$ cat src/hdl/lbf_pkg.sv
package lbf_pkg;

  localparam int LEVEL_W = 8;
  localparam int CMD_W   = 8;
  localparam int CFG_IDX_W  = 3;
  localparam int CFG_DATA_W = 8;

  typedef logic [LEVEL_W-1:0] level_t;

  typedef enum logic [CFG_IDX_W-1:0] {
    REG_LED_INVERT = 3'd0,
    REG_FADE_STEP  = 3'd1,
    REG_MAX_LEVEL  = 3'd2,
    REG_MIN_LEVEL  = 3'd3,
    REG_FLASH_MODE = 3'd4
  } reg_idx_t;

  typedef struct packed {
    logic   led_invert;
    level_t fade_step;
    level_t max_level;
    level_t min_level;
    logic   flash_mode;
  } cfg_t;

  localparam level_t LEVEL_FULL = level_t'(255);
  localparam level_t LEVEL_ZERO = level_t'(0);

endpackage

$ cat src/hdl/led_brightness_fade_ramp.sv
// LED brightness fader with a slew-limited level.
// Input channel (in_valid/in_ready): each transfer is a refresh tick
// (is_command = 0) or an on/off command (is_command = 1, command_value).
// Every transfer updates the target and steps the level toward it by
// fade_step; a duty transfer appears on the output channel
// (out_valid/out_ready) only when the level changes, and always for the
// first input after reset.
// Each duty value is registered in the output buffer before it is presented.
// Throughput: one input per cycle while in_ready is high; the level
// update is a single compare-and-step pass on the state registers.
// Configuration: cfg_wen/cfg_index/cfg_data write one register per cycle,
// with no handshake; write only while the block is idle.
// Reset (rst, synchronous) restores register defaults, zeroes the level and
// target, and arms the first-output flag.
// Receiver stall: a two-entry output buffer holds pending duty values;
// in_ready drops only when both entries are full.
module led_brightness_fade_ramp (
  input  logic                             clk,
  input  logic                             rst,
  input  logic                             in_valid,
  output logic                             in_ready,
  input  logic                             is_command,
  input  logic [lbf_pkg::CMD_W-1:0]        command_value,
  output logic                             out_valid,
  input  logic                             out_ready,
  output logic [lbf_pkg::LEVEL_W-1:0]      duty,
  input  logic                             cfg_wen,
  input  logic [lbf_pkg::CFG_IDX_W-1:0]    cfg_index,
  input  logic [lbf_pkg::CFG_DATA_W-1:0]   cfg_data
);

  lbf_pkg::cfg_t   cfg;
  logic            accept;
  logic            emit;
  lbf_pkg::level_t level_next;

  assign accept = in_valid && in_ready;

  lbf_cfg u_cfg (
    .clk       (clk),
    .rst       (rst),
    .cfg_wen   (cfg_wen),
    .cfg_index (cfg_index),
    .cfg_data  (cfg_data),
    .cfg       (cfg)
  );

  lbf_core u_core (
    .clk           (clk),
    .rst           (rst),
    .cfg           (cfg),
    .accept        (accept),
    .is_command    (is_command),
    .command_value (command_value),
    .emit          (emit),
    .level_next    (level_next)
  );

  lbf_outbuf u_outbuf (
    .clk        (clk),
    .rst        (rst),
    .push       (accept && emit),
    .push_data  (level_next),
    .can_accept (in_ready),
    .out_valid  (out_valid),
    .out_ready  (out_ready),
    .duty       (duty)
  );

endmodule

$ cat src/hdl/lbf_cfg.sv
module lbf_cfg (
  input  logic                             clk,
  input  logic                             rst,
  input  logic                             cfg_wen,
  input  logic [lbf_pkg::CFG_IDX_W-1:0]    cfg_index,
  input  logic [lbf_pkg::CFG_DATA_W-1:0]   cfg_data,
  output lbf_pkg::cfg_t                    cfg
);

  always_ff @(posedge clk) begin
    if (rst) begin
      cfg.led_invert <= 1'b0;
      cfg.fade_step  <= lbf_pkg::LEVEL_FULL;
      cfg.max_level  <= lbf_pkg::LEVEL_FULL;
      cfg.min_level  <= lbf_pkg::LEVEL_ZERO;
      cfg.flash_mode <= 1'b0;
    end else if (cfg_wen) begin
      // indexes past the register list are dropped
      unique case (cfg_index)
        lbf_pkg::REG_LED_INVERT: cfg.led_invert <= cfg_data[0];
        lbf_pkg::REG_FADE_STEP:  cfg.fade_step  <= cfg_data[lbf_pkg::LEVEL_W-1:0];
        lbf_pkg::REG_MAX_LEVEL:  cfg.max_level  <= cfg_data[lbf_pkg::LEVEL_W-1:0];
        lbf_pkg::REG_MIN_LEVEL:  cfg.min_level  <= cfg_data[lbf_pkg::LEVEL_W-1:0];
        lbf_pkg::REG_FLASH_MODE: cfg.flash_mode <= cfg_data[0];
        default: ;
      endcase
    end
  end

endmodule

$ cat src/hdl/lbf_core.sv
module lbf_core (
  input  logic                         clk,
  input  logic                         rst,
  input  lbf_pkg::cfg_t                cfg,
  input  logic                         accept,
  input  logic                         is_command,
  input  logic [lbf_pkg::CMD_W-1:0]    command_value,
  output logic                         emit,
  output lbf_pkg::level_t              level_next
);

  lbf_pkg::level_t level;
  lbf_pkg::level_t target;
  logic            applied_valid;

  lbf_pkg::level_t target_cmd;
  lbf_pkg::level_t target_next;
  lbf_pkg::level_t diff_up;
  lbf_pkg::level_t diff_dn;

  always_comb begin
    target_cmd = target;
    if (is_command) begin
      if (command_value != {{(lbf_pkg::CMD_W-1){1'b0}}, cfg.led_invert}) begin
        target_cmd = cfg.max_level;
      end else begin
        target_cmd = cfg.min_level;
      end
    end

    // flash: bounce off the trough first, then the peak
    target_next = target_cmd;
    if (cfg.flash_mode) begin
      priority if (level <= cfg.min_level) begin
        target_next = cfg.max_level;
      end else if (level >= cfg.max_level) begin
        target_next = cfg.min_level;
      end else begin
        target_next = target_cmd;
      end
    end

    diff_up = target_next - level;
    diff_dn = level - target_next;
    level_next = level;
    if (level < target_next) begin
      level_next = (diff_up < cfg.fade_step) ? target_next : level + cfg.fade_step;
    end else if (level > target_next) begin
      level_next = (diff_dn < cfg.fade_step) ? target_next : level - cfg.fade_step;
    end

    // the applied level always tracks the current level after the first step
    emit = !applied_valid || (level_next != level);
  end

  always_ff @(posedge clk) begin
    if (rst) begin
      level         <= lbf_pkg::LEVEL_ZERO;
      target        <= lbf_pkg::LEVEL_ZERO;
      applied_valid <= 1'b0;
    end else if (accept) begin
      level         <= level_next;
      target        <= target_next;
      applied_valid <= 1'b1;
    end
  end

endmodule

$ cat src/hdl/lbf_outbuf.sv
module lbf_outbuf (
  input  logic             clk,
  input  logic             rst,
  input  logic             push,
  input  lbf_pkg::level_t  push_data,
  output logic             can_accept,
  output logic             out_valid,
  input  logic             out_ready,
  output lbf_pkg::level_t  duty
);

  logic            main_valid;
  lbf_pkg::level_t main_data;
  logic            skid_valid;
  lbf_pkg::level_t skid_data;
  logic            pop;

  assign pop        = main_valid && out_ready;
  assign can_accept = !skid_valid;
  assign out_valid  = main_valid;
  assign duty       = main_data;

  // push never arrives while the skid entry is full
  always_ff @(posedge clk) begin
    if (rst) begin
      main_valid <= 1'b0;
      skid_valid <= 1'b0;
    end else if (pop) begin
      if (skid_valid) begin
        main_valid <= 1'b1;
        skid_valid <= push;
      end else begin
        main_valid <= push;
      end
    end else if (push) begin
      if (!main_valid) begin
        main_valid <= 1'b1;
      end else begin
        skid_valid <= 1'b1;
      end
    end
  end

  always_ff @(posedge clk) begin
    if (pop) begin
      if (skid_valid) begin
        main_data <= skid_data;
        skid_data <= push_data;
      end else begin
        main_data <= push_data;
      end
    end else if (push) begin
      if (!main_valid) begin
        main_data <= push_data;
      end else begin
        skid_data <= push_data;
      end
    end
  end

endmodule
$ cat config.mk
export PLATFORM = sky130hd
export DESIGN_NAME = led_brightness_fade_ramp
export DESIGN_NICKNAME = d
export VERILOG_FILES = /design/src/hdl/lbf_pkg.sv /design/src/hdl/led_brightness_fade_ramp.sv /design/src/hdl/lbf_cfg.sv /design/src/hdl/lbf_core.sv /design/src/hdl/lbf_outbuf.sv
export SDC_FILE = /design/constraint.sdc
export NUM_CORES = 1
export LEC_CHECK = 0
export CAP_MARGIN = 20
export CORE_ASPECT_RATIO = 0.9
export CORE_MARGIN = 2
export CORE_UTILIZATION = 50
export DETAILED_ROUTE_END_ITERATION = 8
export DONT_BUFFER_PORTS = 1
export HOLD_SLACK_MARGIN = 0.08
export PLACE_DENSITY_LB_ADDON = 0.15
export RECOVER_POWER = 50
export SLEW_MARGIN = 20
export SYNTH_ARGS = -nofsm -noshare
export SYNTH_HDL_FRONTEND = slang
export SYNTH_SLANG_ARGS = --single-unit
$ cat constraint.sdc
create_clock -name clk -period 8.3 [get_ports clk]
set_input_delay 0.83 -clock clk [delete_from_list [all_inputs] [get_ports clk]]
set_output_delay 0.83 -clock clk [all_outputs]
set_load 0.01 [all_outputs]
==> metrics.yaml, run 1 <==
yosys:
  synth_top_area_cell: "dfxtp_1"
  synth_flop_cell: "dfxtp_1"
  syn_nets: 710
  synth.distinct_cells: 64
  ys_seq_elements: 61
  synthArstFlopShare_pct: 0
  synth_edf_count: 16
  synth_common_cells: "66 x inv_1, 63 x a21oi_1, 63 x nor2_1"
  synth.most_common_cell: "inv_1"
  netlist_instances: 623
  ys_warn_count: 0
  syn_area_per_cell_um2: 8.18
  yosysTopAreaCellShare_pct: 17.7
  yosysSeqAreaShare_pct: 27.1
  synth_area_leaders: "dfxtp_1 18%, ha_1 14%, edfxtp_1 9.4%"
  synthesis.area_um2: 5100
finish:
  fin_cells: 751
  fin_area_um2: 5520
  diodes: 0
  syn_to_final_growth_pct: 8.25
  fin_nets: 707
  drive_above_1_share_pct: 6.08
clock_network:
  cts_tree: "yes"
  numCtsBuffers: 9
  post_cts_buffers: 0
  cts_buffer_depth: 2
  root_buffer: "clkbuf_16"
  clk_pin_slew_ps: 50
  htreeDepth: 3
  cts_resized: 0
  cts_sinks: 61
  hold_buffers: 0
  clock_latency_ps: 330
power:
  switching_share_pct: 36.8
  fin_total_pwr_mw: 1.19
  powerDensity_nw_per_um2: 216
  sequentialPowerShare_pct: 30.6
  ir_worst_vdd_v: 0.000185
  leakagePower_nw: 2.39
  intPower_mw: 0.752
  switchingPower_mw: 0.438
  pwr-share-comb_pct: 39.3
  p_clk_share_pct: 30.1
placement:
  portBuffers: 0
  gp_congestion: 0.915
  dpl.cell_count: 735
  dp_hpwl_um: 11400
  placed_cell_area_um2: 5240
global_route:
  grt-ovfl-total: 0
  grt_max_degree: 47
  antenna_found_initial: 0
  grt_pass1_vias: 4404
  grt_pass1_wl_um: 23400
  grt_usage_pct: 27.0
critical_path:
  startpoint_type: "flip-flop"
  end_kind: "flip-flop"
  r2r_cells: 28
  cp_top_family: "compound AO/OA/AOI/OAI gates"
  crit_slowest_cell: "dfxtp_1"
  required_ps: 8320
  slowest_delay_ps: 540
  cp_max_fo: 9
  crit_cells: 28
  path_class: "reg -> reg"
  path_common_cell: "ha_1"
  arrival_ps: 7680
  cp_num_buf_inv: 1
hold_path:
  hold_class: "reg -> reg"
  hold_depth: 2
timing:
  clock_skew_ps: 4.71
  setup_violations: 0
  slew_headroom_pct: 29.3
  fmax_mhz: 130
  fin_crit_sh_pct: 92.3
  fin_setup_tns_ps: 0
  finalHoldViolCount: 0
  rsz0062_at_grt: "false"
  worst_pin_slew_ps: 1060
  finalCriticalPeriod_ps: 7660
  report.final.slew_viol_count: 0
route:
  wl_met2_um: 6440
  highest_layer: "met4"
  vias: 4475
  dr_wl_met3_um: 763
  drt_drc_violations_left: 0
  postRouteAntennaNets: 0
  route.detailed.wl_per_inst_um: 19.3
  dr.pass1.iters: 5
  vias_per_cell: 5.96
  wl_met1_um: 7050
  drt_wl_total_um: 14500
  drtIter0Drc: 332
run_status:
  outcome: "finished, final reports clean"
die:
  die_area_um2: 11000
  rows: 34
  fp.dieW_um: 110
  die_y_um: 99.8
  floorplan.initialDensity_pct: 52.1
  io_pins: 35
  core_um2: 9780
run:
  cap_violations: 0
==> flip-flops by register name, summed over array words and instances, names as in the netlist <==
| register | cells |
|---|---|
| u_cfg.cfg | 26 |
| u_core.level | 8 |
| u_core.target | 8 |
| u_outbuf.duty | 8 |
| u_outbuf.skid_data | 8 |
| u_core.applied_valid | 1 |
| u_outbuf.out_valid | 1 |
| u_outbuf.skid_valid | 1 |
==> tightest hold or removal path, delay by kind of cell, from the launching register on <==
| family | cells | cell delay, ps |
|---|---|---|
| AOI/OAI and AO/OA | 1 | 50 |
| and+or+nand+nor | 1 | 50 |
| DFF | 1 | 310 |
==> cells in the final DEF (no fill, tap or decap), types with 6 or more instances in the layout <==
| cell | netlist | final |
|---|---|---|
| a211o_1 | 16 | 16 |
| a211oi_1 | 15 | 15 |
| a21o_1 | 7 | 7 |
| a21oi_1 | 63 | 63 |
| buf_4 | 0 | 8 |
| clkbuf_16 | 0 | 9 |
| dfxtp_1 | 45 | 45 |
| edfxtp_1 | 16 | 16 |
| ha_1 | 59 | 59 |
| inv_1 | 66 | 66 |
| mux2_2 | 7 | 6 |
| mux2i_1 | 15 | 15 |
| nand2_1 | 54 | 54 |
| nand2b_1 | 6 | 6 |
| nand3_1 | 15 | 15 |
| nor2_1 | 63 | 63 |
| nor2b_1 | 7 | 7 |
| o211ai_1 | 8 | 8 |
| o21ai_0 | 30 | 30 |
| o21bai_1 | 8 | 8 |
| xnor2_1 | 28 | 28 |
==> metrics by stage <==
| stage | hold slack [ps] | setup WS [ps] | utilization [%] |
|---|---|---|---|
| after global placement | 437 | 611 | 53.6 |
| after CTS | 453 | 378 | 56.5 |
| after detailed placement | 442 | 437 | 53.6 |
| after global routing | 462 | 80.1 | 56.4 |
| final | 453 | 635 | 56.4 |
| after floorplan | 433 | 1390 | - |
==> cell families after synthesis <==
logic type / count (synthesis) / share of synthesized area, %
DFF: 61 / 27.1
muxes: 23 / 4.76
and+or+nand+nor: 167 / 14.6
xor gates and xnor gates: 31 / 5.33
adders and majority gates: 62 / 15.7
buffers and inverters: 91 / 6.75
AOI/OAI and AO/OA: 188 / 25.8
==> per-layer routing <==
metal | GRT usage [%] | vias up
met5 | 0 | -
met4 | 7.02 | 0
met3 | 5.25 | 18
met2 | 43.8 | 133
met1 | 37.4 | 2120
li1 | - | 2204
==> layout make-up <==
class / count / area [um2]
Fill cell: 925 / 4270
Multi-Input combinational cell: 471 / 3370
Sequential cell: 61 / 1380
Inverter: 66 / 248
Clock buffer: 11 / 233
Tap cell: 126 / 158
Timing Repair Buffer: 11 / 71.3
Clock inverter: 5 / 51.3
==> worst paths after layout <==
check	from	endpoint	slack, ps
worst min register to register	u_cfg.cfg[2]	u_cfg.cfg[2]	450
worst max register to register	u_core.level[0]	u_outbuf.skid_data[6]	640
worst max-delay path	u_core.level[0]	u_outbuf.skid_data[6]	640
worst min-delay path	u_cfg.cfg[2]	u_cfg.cfg[2]	450
==> power by group through the flow <==
stage                     clock [mW]  sequential (mW)  combinational, mW
final                          0.359            0.364              0.467
after global routing           0.376            0.367              0.519
after CTS                      0.363            0.364              0.463
after detailed placement           0            0.369              0.460
after global placement             0            0.369              0.455
after floorplan                    0            0.367              0.346
Power figures use the tool's default switching activity.
==> run 2: changes to the inputs <==
- clock period: 8.3 -> 9.6 ns (I/O delays scaled with it)
==> run 2 against run 1 <==
Combinational power down 16%; critical path depth increased by 2; sequential share of layout area up 0.11 points; global-route usage down 0.76 points; clock power down 8.1%; sequential power shrank 12%; core utilization is 0.24 points lower; maximum frequency decreased by 3.5%; largest power group unchanged; power fell by 12%; highest routed layer unchanged.
==> metrics.yaml, run 2 (synthesized netlist as in run 1, its figures left out) <==
clock_network:
  cts_sinks: 61
  numCtsBuffers: 9
  root_buffer: "clkbuf_16"
  post_cts_buffers: 0
  cts_resized: 0
  hold_buffers: 0
  clock_latency_ps: 330
  htreeDepth: 3
  clk_pin_slew_ps: 60
  cts_buffer_depth: 2
  cts_tree: "yes"
global_route:
  grt-ovfl-total: 0
  grt_max_degree: 47
  antenna_found_initial: 0
  grt_usage_pct: 26.3
  grt_pass1_vias: 4397
  grt_pass1_wl_um: 22900
finish:
  final_cell_mix: "66 x inv_1, 63 x a21oi_1, 63 x nor2_1"
  largest_reg_flops: 26
  syn_to_final_growth_pct: 7.78
  n_fill_cell: 946
  drive_above_1_share_pct: 5.82
  fin_nets: 701
  largest-register: "u_cfg.cfg"
  final_common_cell: "inv_1"
  diodes: 0
die:
  floorplan.initialDensity_pct: 52.1
  core_um2: 9780
  die_area_um2: 11000
  io_pins: 35
  rows: 34
  die_y_um: 99.8
  fp.dieW_um: 110
timing:
  slew_headroom_pct: 25.4
  fin_crit_sh_pct: 82.7
  setup_slack_ps: 1660
  report.final.slew_viol_count: 0
  clock_skew_ps: 7.27
  setup_violations: 0
  fin_setup_tns_ps: 0
  fmax_mhz: 126
  rsz0062_at_grt: "false"
  whs_ps: 451
  finalHoldViolCount: 0
  finalCriticalPeriod_ps: 7940
  worst_pin_slew_ps: 1120
route:
  vias: 4491
  vias_per_cell: 6.03
  postRouteAntennaNets: 0
  drtIter0Drc: 285
  route.detailed.wl_per_inst_um: 19.2
  dr.pass1.iters: 5
  drt_wl_total_um: 14300
  drt_drc_violations_left: 0
hold_path:
  hp-start: "u_core.target[1]"
  hold_class: "reg -> reg"
placement:
  post-place-ws_ps: 1650
  gp_congestion: 0.966
  portBuffers: 0
  dp_hpwl_um: 10800
power:
  leakagePower_nw: 2.36
  fin_total_pwr_mw: 1.04
  powerDensity_nw_per_um2: 190
  ir_worst_vdd_v: 0.000102
critical_path:
  required_ps: 9570
  crit_slowest_cell: "dfxtp_1"
  end_kind: "flip-flop"
  path_class: "reg -> reg"
  critPathLaunch: "u_core.level[0]"
  startpoint_type: "flip-flop"
  path_common_cell: "ha_1"
  arrival_ps: 7910
  r2r-start: "u_core.level[0]"
  slowest_delay_ps: 530
  cp_max_fo: 8
run_status:
  outcome: "finished, final reports clean"
run:
  cap_violations: 0
run 2: cell type report:
class | instances | area [um2] | area share (%)
multi-input cells | 471 | 3380 | 61.5
clock inverters | 7 | 75.1 | 1.37
inverters | 66 | 248 | 4.51
well taps | 126 | 158 | 2.87
clock buffers | 9 | 225 | 4.10
repair buffers | 5 | 30.0 | 0.547
flip-flops and latches | 61 | 1380 | 25.1
run 2: power breakdown:
part	internal, mW	switching (mW)
Clock	0.202	0.128
Sequential	0.293	0.0269
Combinational	0.156	0.238
Total	0.651	0.393
run 2: worst paths after layout:
| path | slack (ps) | to | depth (start not counted) |
|---|---|---|---|
| worst min register to register | 450 | u_core.target[1] | 2 |
| worst max-delay path | 1660 | u_outbuf.skid_data[4] | 30 |
| worst min-delay path | 450 | u_core.target[1] | 2 |
| worst max register to register | 1660 | u_outbuf.skid_data[4] | 30 |
run 2: stage by stage:
step	utilization, %	instances	area (um2)
4_1_cts	56.2	745	5500
3_5_place_dp	53.1	729	5190
5_1_grt	56.1	745	5490
6_report	56.1	745	5490
2_1_floorplan	-	623	5100
3_3_place_gp	53.1	729	5190
run 2: critical path: cells and delay by family, from the launching register on:
family	cells	cell delay, ps
fa+ha+maj	4	930
compound gates	15	3930
simple gates	4	920
xor+xnor	2	320
buf+inv	3	360
mux	2	570
flops	1	530
run 2: layer usage:
| metal | track usage, % | routed length [um] |
|---|---|---|
| met2 | 42.9 | 6510 |
| met1 | 34.7 | 6500 |
| met4 | 10.3 | 383 |
| met3 | 5.19 | 916 |
| met5 | 0 | 0 |
==> run 3: changes to the inputs <==
- clock period: 9.6 -> 6.41 ns (I/O delays scaled with it)
==> run 3 against run 2 <==
Final cell count is 8.5% higher; clock skew hardly changed; die area unchanged; register-to-register slack got worse by 1600 ps; wire length is 13% higher; flip-flop and latch count stayed put; combinational power increased by 100%; clock power grew 55%; first-iteration DRC count rose by 24%; worst setup slack got worse by 1600 ps; worst hold slack worse by 78 ps; largest cell class unchanged; largest power group unchanged.
==> metrics.yaml, run 3 (synthesized netlist as in run 1, its figures left out) <==
timing:
  clock_skew_ps: 7.59
  slew_headroom_pct: 32.8
  fmax_mhz: 158
  setup_violations: 0
  fin_crit_sh_pct: 98.5
  worst_pin_slew_ps: 1000
  finalCriticalPeriod_ps: 6310
  report.final.slew_viol_count: 0
  finalHoldViolCount: 0
  rsz0062_at_grt: "true"
power:
  p_clk_share_pct: 28.8
  switching_share_pct: 36.3
  intPower_mw: 1.13
  switchingPower_mw: 0.646
  fin_total_pwr_mw: 1.78
  pwr-share-comb_pct: 44.7
  ir_worst_vdd_v: 0.000205
  powerDensity_nw_per_um2: 281
  leakagePower_nw: 2.74
  sequentialPowerShare_pct: 26.5
critical_path:
  cp_max_fo: 8
  cp_num_buf_inv: 6
  slowest_delay_ps: 400
  required_ps: 6510
  startpoint_type: "flip-flop"
  arrival_ps: 6410
  crit_slowest_cell: "ha_1"
  r2r-start: "u_cfg.cfg[5]"
  critPathLaunch: "u_cfg.cfg[5]"
  regToRegSetupSlack_ps: 100
  end_kind: "flip-flop"
  path_class: "reg -> reg"
  cp_top_family: "compound AO/OA/AOI/OAI gates"
route:
  drt_wl_total_um: 16200
  drtIter0Drc: 353
  postRouteAntennaNets: 0
  vias: 4839
  dr.pass1.iters: 5
  route.detailed.wl_per_inst_um: 20.1
  drt_drc_violations_left: 0
  vias_per_cell: 5.99
die:
  core_um2: 9780
  fp.dieW_um: 110
  rows: 34
  floorplan.initialDensity_pct: 52.1
  die_y_um: 99.8
  die_area_um2: 11000
  io_pins: 35
placement:
  placed_cell_area_um2: 5590
  gp_congestion: 0.999
  dp_hpwl_um: 12000
  portBuffers: 0
clock_network:
  cts_sinks: 61
  htreeDepth: 3
  clk_pin_slew_ps: 60
  clock_latency_ps: 330
  cts_tree: "yes"
  numCtsBuffers: 9
  root_buffer: "clkbuf_16"
  cts_buffer_depth: 2
global_route:
  grt_pass1_vias: 4773
  grt-ovfl-total: 0
  grt_max_degree: 47
  antenna_found_initial: 0
  grt_usage_pct: 28.6
  grt_pass1_wl_um: 25100
finish:
  final_cell_mix: "66 x buf_4, 62 x inv_1, 62 x nor2_1"
  fin_area_um2: 6330
  syn_to_final_growth_pct: 24.2
  final_common_cell: "buf_4"
  drive_above_1_share_pct: 22.1
  n_fill_cell: 825
  diodes: 0
  largest_reg_flops: 26
  largest-register: "u_cfg.cfg"
  fin_nets: 764
run:
  cap_violations: 0
hold_path:
  hold_class: "in -> reg"
  hp-start: "rst"
run_status:
  outcome: "finished, final reports clean"
-- run 3: cell types whose count changed in the layout (fill, tap and decap cells not counted), sizes merged --
| cell | before | now |
|---|---|---|
| bufinv | 1 | 2 |
| clkinvlp | 3 | 0 |
| inv | 67 | 66 |
| clkinv | 2 | 4 |
| buf | 3 | 67 |
-- run 3: worst reg2reg max path: cells and delay by family, from the launching register on --
kind | cells | cell delay (ps)
adders and majority gates | 3 | 930
DFF | 1 | 330
and+or+nand+nor | 4 | 570
muxes | 1 | 200
AOI/OAI and AO/OA | 13 | 3040
xor gates and xnor gates | 2 | 240
buffers and inverters | 6 | 780
-- run 3: layer usage --
layer / wire [um] / global-route usage (%)
met1: 6970 / 38.4
met2: 7500 / 47.2
met3: 1330 / 4.59
met4: 418 / 10.0
met5: 0 / 0
-- run 3: worst paths after layout --
check,end,cells after the start
hold reg to reg,u_core.target[3],2
setup / recovery,u_outbuf.duty[2],29
setup reg to reg,u_outbuf.duty[2],29
hold / removal,u_cfg.cfg[4],1
-- run 3: layout make-up --
| cell class | instances | area (um2) | share of cell area, % |
|---|---|---|---|
| flip-flops and latches | 61 | 1400 | 22.1 |
| inverters | 66 | 250 | 3.95 |
| multi-input cells | 471 | 3690 | 58.4 |
| clock inverters | 6 | 77.6 | 1.23 |
| repair buffers | 68 | 519 | 8.21 |
| clock buffers | 10 | 229 | 3.62 |
| well taps | 126 | 158 | 2.49 |
-- run 3: power groups by stage --
stage	Combinational, mW	Clock [mW]	Sequential (mW)
after floorplan	0.454	0	0.476
after global placement	0.650	0	0.473
after detailed placement	0.663	0	0.474
after CTS	0.698	0.516	0.467
after global routing	0.859	0.531	0.473
final	0.796	0.513	0.471
-- run 3: what timing repair did --
item                       4_1_cts  5_1_grt
gates resized for setup         11       51
pin swaps                        6       30
buffers inserted                 6       11
setup endpoints to repair       16       18
hold buffers                     0        0
cloned                           0        0
-- run 3: per-stage QoR --
step	cells	setup WS, ps	setup TNS [ps]	util, %	hold slack (ps)
4_1_cts	798	8.97	0	61.3	372
3_3_place_gp	776	27.5	0	57.1	438
2_1_floorplan	623	1.13	0	-	433
3_5_place_dp	776	-130	-1440	57.1	446
5_1_grt	808	-235	-3390	64.7	369
6_report	808	96.6	0	64.7	372
